<file path="config.mk">
export PLATFORM = sky130hd
export DESIGN_NAME = running_max_or_mode_tracker_flat
export DESIGN_NICKNAME = d
export VERILOG_FILES = /design/src/hw/rtl/rmmt_pkg.sv /design/src/hw/rtl/rmmt_ifs.sv /design/src/hw/rtl/running_max_or_mode_tracker.sv /design/src/hw/rtl/rmmt_ctrl.sv /design/src/hw/rtl/rmmt_datapath.sv /design/src/flat_wrapper.sv
export SDC_FILE = /design/constraint.sdc
export NUM_CORES = 2
export LEC_CHECK = 0
export ABC_AREA = 1
export ABC_CLOCK_PERIOD_IN_PS = 14400
export BUFFER_PORTS_ARGS = -buffer_cell sky130_fd_sc_hd__buf_2
export CELL_PAD_IN_SITES_DETAIL_PLACEMENT = 1
export CELL_PAD_IN_SITES_GLOBAL_PLACEMENT = 1
export CORE_ASPECT_RATIO = 1.1
export CORE_MARGIN = 5
export CORE_UTILIZATION = 33
export DETAILED_ROUTE_END_ITERATION = 6
export PLACE_DENSITY = 0.52
export SLEW_MARGIN = 20
export SYNTH_ARGS = -nofsm -noshare
export SYNTH_HDL_FRONTEND = slang
export SYNTH_SLANG_ARGS = --single-unit
</file>
<file path="constraint.sdc">
create_clock -name clk -period 14.4 [get_ports clk]
set_input_delay 1.44 -clock clk [delete_from_list [all_inputs] [get_ports clk]]
set_output_delay 1.44 -clock clk [all_outputs]
set_load 0.02 [all_outputs]
</file>
<file path="src/hw/rtl/rmmt_pkg.sv">
// Package for the running maximum / mode tracker.
// Holds sizes, controller states and the controller-to-datapath command type.
// No dependencies.
`default_nettype none

package rmmt_pkg;

    localparam int TABLE_ENTRIES = 64;
    localparam int VALUE_BITS    = 16;
    localparam int COUNT_BITS    = 32;
    localparam int IDX_BITS      = $clog2(TABLE_ENTRIES);
    localparam int USED_BITS     = $clog2(TABLE_ENTRIES + 1);

    localparam logic [COUNT_BITS-1:0] COUNT_MAX = {COUNT_BITS{1'b1}};

    typedef enum logic [0:0] {
        MODE_MAXIMUM  = 1'b0,
        MODE_FREQUENT = 1'b1
    } policy_mode_t;

    typedef enum logic [1:0] {
        S_IDLE,
        S_MATCH,
        S_READ,
        S_UPDATE
    } ctrl_state_t;

    typedef struct packed {
        logic         latch_sample;
        logic         do_match;
        logic         do_read;
        logic         do_update;
        policy_mode_t mode;
    } ctl_cmd_t;

endpackage

`default_nettype wire

</file>
<file path="src/hw/rtl/rmmt_ifs.sv">
// Handshake channel interfaces for the tracker: sample, result and configuration.
// Depends on rmmt_pkg.
`default_nettype none

interface rmmt_sample_if
    import rmmt_pkg::*;
();
    logic                  valid;
    logic                  ready;
    logic [VALUE_BITS-1:0] sample_value;

    modport source (output valid, output sample_value, input ready);
    modport sink   (input valid, input sample_value, output ready);
endinterface

interface rmmt_result_if
    import rmmt_pkg::*;
();
    logic                  valid;
    logic                  ready;
    logic [VALUE_BITS-1:0] best_value;
    logic [COUNT_BITS-1:0] best_count;
    logic                  table_full_drop;

    modport source (output valid, output best_value, output best_count,
                    output table_full_drop, input ready);
    modport sink   (input valid, input best_value, input best_count,
                    input table_full_drop, output ready);
endinterface

interface rmmt_cfg_if;
    logic valid;
    logic ready;
    logic policy_mode;

    modport source (output valid, output policy_mode, input ready);
    modport sink   (input valid, input policy_mode, output ready);
endinterface

`default_nettype wire

</file>
<file path="src/hw/rtl/running_max_or_mode_tracker.sv">
// Top level of the running maximum / mode tracker.
// Depends on rmmt_pkg, rmmt_ifs, rmmt_ctrl and rmmt_datapath.
//
// One result beat per sample beat. In maximum mode a sample goes from acceptance
// straight to update; in most-frequent mode it steps through accept, parallel
// match over the 64 value cells, count memory read, and update and write-back. The
// next sample is accepted while a result still waits; the update stalls only if that
// result has not been taken. Counts saturate, ties keep the earlier value, and no
// clearing pass follows reset.
`default_nettype none

module running_max_or_mode_tracker
    import rmmt_pkg::*;
(
    input  wire logic     clk,
    input  wire logic     rst_n,
    rmmt_cfg_if.sink      cfg,
    rmmt_sample_if.sink   samples,
    rmmt_result_if.source results
);

    ctl_cmd_t cmd;

    rmmt_ctrl u_ctrl (
        .clk       (clk),
        .rst_n     (rst_n),
        .cfg_valid (cfg.valid),
        .cfg_mode  (cfg.policy_mode),
        .cfg_ready (cfg.ready),
        .in_valid  (samples.valid),
        .in_ready  (samples.ready),
        .out_valid (results.valid),
        .out_ready (results.ready),
        .cmd       (cmd)
    );

    rmmt_datapath u_datapath (
        .clk             (clk),
        .rst_n           (rst_n),
        .cmd             (cmd),
        .sample_value    (samples.sample_value),
        .best_value      (results.best_value),
        .best_count      (results.best_count),
        .table_full_drop (results.table_full_drop)
    );

endmodule

`default_nettype wire

</file>
<file path="src/hw/rtl/rmmt_ctrl.sv">
// Controller for the tracker: sequences match, count read and update per beat,
// holds the policy register and the result valid flag. Depends on rmmt_pkg.
`default_nettype none

module rmmt_ctrl
    import rmmt_pkg::*;
(
    input  wire logic clk,
    input  wire logic rst_n,
    input  wire logic cfg_valid,
    input  wire logic cfg_mode,
    output logic      cfg_ready,
    input  wire logic in_valid,
    output logic      in_ready,
    output logic      out_valid,
    input  wire logic out_ready,
    output ctl_cmd_t  cmd
);

    ctrl_state_t  state_reg, state_next;
    policy_mode_t mode_reg;
    logic         out_valid_reg, out_valid_next;

    always_ff @(posedge clk or negedge rst_n)
    begin
        if (!rst_n)
        begin
            state_reg     <= S_IDLE;
            mode_reg      <= MODE_MAXIMUM;
            out_valid_reg <= 1'b0;
        end
        else
        begin
            state_reg     <= state_next;
            out_valid_reg <= out_valid_next;
            if (cfg_valid)
            begin
                mode_reg <= policy_mode_t'(cfg_mode);
            end
        end
    end

    always_comb
    begin
        state_next       = state_reg;
        cmd.latch_sample = 1'b0;
        cmd.do_match     = 1'b0;
        cmd.do_read      = 1'b0;
        cmd.do_update    = 1'b0;
        cmd.mode         = mode_reg;
        in_ready         = 1'b0;
        unique case (state_reg)
            S_IDLE:
            begin
                in_ready = 1'b1;
                if (in_valid)
                begin
                    cmd.latch_sample = 1'b1;
                    state_next = (mode_reg == MODE_FREQUENT) ? S_MATCH : S_UPDATE;
                end
            end
            S_MATCH:
            begin
                cmd.do_match = 1'b1;
                state_next   = S_READ;
            end
            S_READ:
            begin
                cmd.do_read = 1'b1;
                state_next  = S_UPDATE;
            end
            S_UPDATE:
            begin
                // hold until the result register is free
                if (!out_valid_reg || out_ready)
                begin
                    cmd.do_update = 1'b1;
                    state_next    = S_IDLE;
                end
            end
            default:
            begin
                state_next = S_IDLE;
            end
        endcase
    end

    always_comb
    begin
        if (cmd.do_update)
        begin
            out_valid_next = 1'b1;
        end
        else if (out_ready)
        begin
            out_valid_next = 1'b0;
        end
        else
        begin
            out_valid_next = out_valid_reg;
        end
    end

    assign out_valid = out_valid_reg;
    assign cfg_ready = 1'b1;

`ifndef SYNTHESIS
    a_update_frees: assert property (@(posedge clk) disable iff (!rst_n)
        cmd.do_update |=> (state_reg == S_IDLE) && out_valid_reg)
        else $error("update did not return to idle with a result");
    a_update_no_overwrite: assert property (@(posedge clk) disable iff (!rst_n)
        (out_valid_reg && !out_ready) |-> !cmd.do_update)
        else $error("pending result overwritten");
    a_read_after_match: assert property (@(posedge clk) disable iff (!rst_n)
        cmd.do_match |=> cmd.do_read)
        else $error("count read did not follow match");
`endif

endmodule

`default_nettype wire

</file>
<file path="src/hw/rtl/rmmt_datapath.sv">
// Datapath for the tracker: value cells with parallel match, count memory,
// best value and result payload registers. Depends on rmmt_pkg.
`default_nettype none

module rmmt_datapath
    import rmmt_pkg::*;
(
    input  wire logic                  clk,
    input  wire logic                  rst_n,
    input  wire ctl_cmd_t              cmd,
    input  wire logic [VALUE_BITS-1:0] sample_value,
    output logic      [VALUE_BITS-1:0] best_value,
    output logic      [COUNT_BITS-1:0] best_count,
    output logic                       table_full_drop
);

    logic [VALUE_BITS-1:0] entry_value_reg [TABLE_ENTRIES];
    logic [COUNT_BITS-1:0] count_mem [TABLE_ENTRIES];
    logic [USED_BITS-1:0]  used_reg, used_next;
    logic [VALUE_BITS-1:0] sample_reg;
    logic [VALUE_BITS-1:0] best_sample_reg, best_sample_next;
    logic [COUNT_BITS-1:0] best_occ_reg, best_occ_next;
    logic                  hit_reg;
    logic                  full_reg;
    logic [IDX_BITS-1:0]   slot_reg;
    logic [COUNT_BITS-1:0] rd_count_reg;
    logic [VALUE_BITS-1:0] out_value_reg;
    logic [COUNT_BITS-1:0] out_count_reg;
    logic                  out_drop_reg;

    logic                  match_any;
    logic [IDX_BITS-1:0]   match_slot;
    logic [COUNT_BITS-1:0] bumped_count;
    logic                  drop;
    logic                  mem_we;
    logic [IDX_BITS-1:0]   mem_waddr;
    logic                  insert;

    // values are unique in the table, so the match vector is one-hot
    always_comb
    begin
        match_any  = 1'b0;
        match_slot = '0;
        for (int i = 0; i < TABLE_ENTRIES; i++)
        begin
            if ((used_reg > USED_BITS'(i)) && (entry_value_reg[i] == sample_reg))
            begin
                match_any  = 1'b1;
                match_slot = match_slot | IDX_BITS'(i);
            end
        end
    end

    always_comb
    begin
        if (hit_reg)
        begin
            bumped_count = (rd_count_reg == COUNT_MAX) ? rd_count_reg
                                                       : rd_count_reg + COUNT_BITS'(1);
        end
        else
        begin
            bumped_count = COUNT_BITS'(1);
        end
        drop             = 1'b0;
        insert           = 1'b0;
        mem_we           = 1'b0;
        mem_waddr        = hit_reg ? slot_reg : used_reg[IDX_BITS-1:0];
        used_next        = used_reg;
        best_sample_next = best_sample_reg;
        best_occ_next    = best_occ_reg;
        unique case (cmd.mode)
            MODE_MAXIMUM:
            begin
                if (sample_reg > best_sample_reg)
                begin
                    best_sample_next = sample_reg;
                end
            end
            MODE_FREQUENT:
            begin
                if (!hit_reg && full_reg)
                begin
                    drop = 1'b1;
                end
                else
                begin
                    mem_we = cmd.do_update;
                    insert = cmd.do_update && !hit_reg;
                    if (!hit_reg)
                    begin
                        used_next = used_reg + USED_BITS'(1);
                    end
                    if (bumped_count > best_occ_reg)
                    begin
                        best_sample_next = sample_reg;
                        best_occ_next    = bumped_count;
                    end
                end
            end
            default:
            begin
                drop = 1'b0;
            end
        endcase
    end

    always_ff @(posedge clk or negedge rst_n)
    begin
        if (!rst_n)
        begin
            used_reg        <= '0;
            best_sample_reg <= '0;
            best_occ_reg    <= '0;
        end
        else if (cmd.do_update)
        begin
            used_reg        <= used_next;
            best_sample_reg <= best_sample_next;
            best_occ_reg    <= best_occ_next;
        end
    end

    always_ff @(posedge clk)
    begin
        if (cmd.latch_sample)
        begin
            sample_reg <= sample_value;
        end
        if (cmd.do_match)
        begin
            hit_reg  <= match_any;
            slot_reg <= match_slot;
            full_reg <= (used_reg == USED_BITS'(TABLE_ENTRIES));
        end
        if (cmd.do_read)
        begin
            rd_count_reg <= count_mem[slot_reg];
        end
        if (mem_we)
        begin
            count_mem[mem_waddr] <= bumped_count;
        end
        if (insert)
        begin
            entry_value_reg[used_reg[IDX_BITS-1:0]] <= sample_reg;
        end
        if (cmd.do_update)
        begin
            out_value_reg <= best_sample_next;
            out_count_reg <= best_occ_next;
            out_drop_reg  <= drop;
        end
    end

    assign best_value      = out_value_reg;
    assign best_count      = out_count_reg;
    assign table_full_drop = out_drop_reg;

`ifndef SYNTHESIS
    a_used_bound: assert property (@(posedge clk) disable iff (!rst_n)
        used_reg <= USED_BITS'(TABLE_ENTRIES))
        else $error("fill count beyond table size");
    a_best_count_monotonic: assert property (@(posedge clk) disable iff (!rst_n)
        ##1 best_occ_reg >= $past(best_occ_reg))
        else $error("best count decreased");
    a_max_monotonic: assert property (@(posedge clk) disable iff (!rst_n)
        (cmd.do_update && cmd.mode == MODE_MAXIMUM)
        |=> best_sample_reg >= $past(best_sample_reg))
        else $error("maximum decreased");
    a_drop_only_full: assert property (@(posedge clk) disable iff (!rst_n)
        (cmd.do_update && drop) |-> (used_reg == USED_BITS'(TABLE_ENTRIES)))
        else $error("drop with free entries");
`endif

endmodule

`default_nettype wire

</file>
<file path="src/flat_wrapper.sv">
// flat-port wrapper written by rule: the top's interface ports become plain ports
module running_max_or_mode_tracker_flat import rmmt_pkg::*;
  (clk, rst_n, cfg_valid, cfg_policy_mode, cfg_ready, samples_valid, samples_sample_value, samples_ready, results_valid, results_best_value, results_best_count, results_table_full_drop, results_ready);
  rmmt_cfg_if cfg_i ();
  rmmt_sample_if samples_i ();
  rmmt_result_if results_i ();
  input  wire logic clk;
  input  wire logic rst_n;
  input wire logic [$bits(cfg_i.valid)-1:0] cfg_valid;
  input wire logic [$bits(cfg_i.policy_mode)-1:0] cfg_policy_mode;
  output wire logic [$bits(cfg_i.ready)-1:0] cfg_ready;
  input wire logic [$bits(samples_i.valid)-1:0] samples_valid;
  input wire logic [$bits(samples_i.sample_value)-1:0] samples_sample_value;
  output wire logic [$bits(samples_i.ready)-1:0] samples_ready;
  output wire logic [$bits(results_i.valid)-1:0] results_valid;
  output wire logic [$bits(results_i.best_value)-1:0] results_best_value;
  output wire logic [$bits(results_i.best_count)-1:0] results_best_count;
  output wire logic [$bits(results_i.table_full_drop)-1:0] results_table_full_drop;
  input wire logic [$bits(results_i.ready)-1:0] results_ready;
  assign cfg_i.valid = cfg_valid;
  assign cfg_i.policy_mode = cfg_policy_mode;
  assign cfg_ready = cfg_i.ready;
  assign samples_i.valid = samples_valid;
  assign samples_i.sample_value = samples_sample_value;
  assign samples_ready = samples_i.ready;
  assign results_valid = results_i.valid;
  assign results_best_value = results_i.best_value;
  assign results_best_count = results_i.best_count;
  assign results_table_full_drop = results_i.table_full_drop;
  assign results_i.ready = results_ready;
  running_max_or_mode_tracker u_core (.clk(clk), .rst_n(rst_n), .cfg(cfg_i), .samples(samples_i), .results(results_i));
endmodule
</file>
==> impl_metrics.csv <==
group,metric,value,unit
cells_and_area,largest_reg_flops,2048,
die,io_pins,74,
grt,grt_use_met1,29.1,%
clocking,cts_buffers,374,
worst_setup_path,path_common_cell,"nand2_1",
die,rows,248,
cells_and_area,fin_nets,11900,
drt,viasPerCell,5.27,
synth,ys.flop_type,"edfxtp_1",
clocking,ctsHoldBuffers,0,
die,core_area,0.414,mm2
synth,ys_seq_area_share,70.7,%
worst_setup_path,critical_path.endpoint_type,"flop",
worst_setup_path,worstPathRequired,15060,ps
worst_setup_path,r2r-end,"u_core.u_datapath.best_value[1]",
place,gp_congestion,0.883,
cells_and_area,finalInstanceArea,0.156,mm2
die,initial_core_util,33.1,%
synth,ys_warn_count,0,
clocking,clock_path_buffers,4,
synth,synth_compound_area_share,7.65,%
sta,final.min_clock_period,6190,ps
place,dp_hpwl,282,mm
synth,yosys_register_bits,3236,
grt,grt_pass1_wl,715,mm
clocking,insertion_delay,980,ps
sta,worstMarginPinSlew,1180,ps
clocking,htreeDepth,5,
worst_setup_path,crit_path_top_delay_cell,"clkinv_2",
sta,tns,0,ps
grt,grt_antenna_before_repair,35,
place,portBuffers,72,
pwr,peakVddDrop,106,uV
worst_setup_path,arrival,6860,ps
synth,synthSimpleGateAreaFrac,13.8,%
synth,synth_xor_area_share,3.65,%
die,chipHeight,686,um
worst_setup_path,cpPeakStageDelay,810,ps
sta,relSlewSlack,20.2,%
clocking,root_buffer,"clkbuf_16",
sta,final.setup_skew,65.5,ps
drt,ant_nets,0,
worst_setup_path,cp_max_fo,65,
clocking,postCtsResizedCells,0,
clocking,post-cts-setup-buffers,0,
clocking,cts_tree,"done",
worst_setup_path,reg2regPathDepth,23,
grt,met3_usage,2.15,%
sta,grt_setup_unrepaired,"no",
status,outcome,"completed",
drt,vias,93000,
synth,synth_edf_count,3177,
grt,grt_use_total,22.9,%
worst_setup_path,worstSetupStartpointType,"flop",
clocking,clock-sinks,3236,
worst_setup_path,startpoint,"u_core.u_datapath.rd_count_reg[0]",
run,cap_violations,0,
drt,routed_wl,504,mm
sta,setup_viol,0,
grt,grt_start_max_net_pins,206,
worst_setup_path,path_cells,"ha_1 > nand3_2 > inv_2 > nand2_2 > nor2_4 > nand3_4 > inv_2 > o21ai_0 > clkinv_2 > ha_1 > nand2_1 > inv_1 > o21ai_0 > a21oi_1 > nor2_1 > nand2_1 > nand2_1 > nand2_1 > nand2_4 > buf_4 > nand2_2 > nand2_1 > nand2_1",
drt,drc,0,
synth,synthArstFlopShare,1.82,%
worst_setup_path,r2r_slack,8210,ps
clocking,clkTransAtPathRegs,60,ps
grt,gr-max-usage-layer,"met2",
worst_setup_path,r2r-start,"u_core.u_datapath.rd_count_reg[0]",
die,fp.dieW,625,um
synth,synth_cell_type_count,46,
pwr,power_leakage,54.3,nW
sta,hold_viol_final,0,
cells_and_area,area_growth,13.7,%
sta,finalCritPeriodShare,43.0,%
synth,synth_adder_area_share,0.520,%
worst_hold_path,worstHoldPathType,"in2async",
grt,gr-total-overflow,0,
grt,use_met2,40.4,%
worst_setup_path,criticalPathCategory,"reg2reg",
grt,grt_pass1_vias,96900,
synth,synth_fp_nets,11800,
synth,synth_area_per_cell,11.7,um2
synth,synth_top_family_by_area,"simple AND/OR/NAND/NOR gates",
synth,synth_cells,11700,
pwr,p_per_area,176,mW/mm2
die,dieArea,0.428,mm2
synth,netlist_area,0.137,mm2
drt,wl_per_cell,28.6,um
sta,max_freq,161,MHz
drt,dr.pass1.iters,5,
drt,drt_iter0_drc,7002,
cells_and_area,drive_above_1_share,8.69,%
synth,synthMuxAreaShare,0,%
place,placed_area,0.144,mm2
sta,maxSlewViolCount,0,
-- metal layers --
layer / part of all wire, % / routed length, um
met2: 50 / 252000
met3: 3.7 / 18700
met1: 42 / 212000
met5: 0.0099 / 50
met4: 4.2 / 21000
-- worst max-delay path, delay by kind of cell (launching register included) --
family | cells | cell delay [ps]
adder cells (fa/ha/maj) | 2 | 990
buffers and inverters | 5 | 1650
AO/OA/AOI/OAI | 3 | 540
flip-flops | 1 | 510
AND/OR/NAND/NOR | 13 | 2150
-- power breakdown --
group          internal, mW  switching (mW)  leakage, nW
combinational          1.46            5.23         19.0
sequential             11.3           0.253         29.7
clock                  5.21            3.89         5.58
total                  18.0            9.38         54.3
-- cells by family after synthesis --
group                      Yosys count
and+or+nand+nor                   4709
adders and majority gates           57
xor gates and xnor gates           571
buffers and inverters             1188
DFF                               3236
other                                1
AOI/OAI and AO/OA                 1940
-- layout make-up --
type | instances | area (um2)
repair buffers | 373 | 2860
fillers | 44300 | 258000
well taps | 5500 | 6880
clock buffers | 492 | 10000
diodes | 29 | 72.6
flip-flops and latches | 3236 | 96900
multi-input cells | 7278 | 35700
clock inverters | 182 | 1430
inverters | 544 | 2090
-- cell usage after synthesis, types with 41 or more instances --
cell type	instances	area, um2
edfxtp_1	3177	95400
nand2_1	2150	8070
nor2_1	1822	6840
o21ai_0	1254	6280
o22ai_1	549	3430
nand3_1	533	2670
inv_1	500	1880
xnor2_1	344	3010
clkbuf_1	311	1170
buf_2	236	1180
xor2_1	227	1990
buf_4	74	556
nand4_1	69	432
a21oi_1	66	330
dfrtp_1	59	1480
ha_1	57	713
nor3_1	41	205
o21ai_1	41	205
-- worst max path at each step --
stage | to | slack [ps] | depth (start not counted)
2_1_floorplan | u_core.u_datapath.best_count[0] | 9720 | 22
3_3_place_gp | u_core.u_datapath.best_value[8] | 8270 | 23
3_5_place_dp | u_core.u_datapath.best_value[10] | 8310 | 23
4_1_cts | u_core.u_datapath.best_value[1] | 8260 | 23
5_1_grt | u_core.u_datapath.best_sample_reg[12] | 7720 | 22
6_report | u_core.u_datapath.best_value[1] | 8210 | 23
-- cells in the final DEF (no fill, tap or decap), types with 66 or more instances in the layout --
cell type / Yosys / layout
xnor2_1: 344 / 344
inv_1: 500 / 473
nand2_1: 2150 / 2149
clkbuf_1: 311 / 103
nand3_1: 533 / 533
o22ai_1: 549 / 549
xor2_1: 227 / 227
buf_2: 236 / 71
buf_4: 74 / 283
nor2_1: 1822 / 1753
a21oi_1: 66 / 66
edfxtp_1: 3177 / 3177
clkbuf_16: 0 / 382
nand4_1: 69 / 69
clkinv_1: 5 / 101
nor2_4: 5 / 73
o21ai_0: 1254 / 1254
-- per-stage QoR --
stage                     hold slack (ps)  power [mW]  utilization [%]  cells  setup slack (ps)
after CTS                             295        27.7             37.6  17600              8260
after floorplan                       453        15.4                -  11700              9720
after detailed placement              481        18.5             34.9  16900              8310
after global placement                471        18.4             34.9  16900              8270
after global routing                  342        28.5             37.6  17600              7720
final                                 370        27.4             37.6  17600              8210
Note: power is estimated with default switching activity, not from simulation.
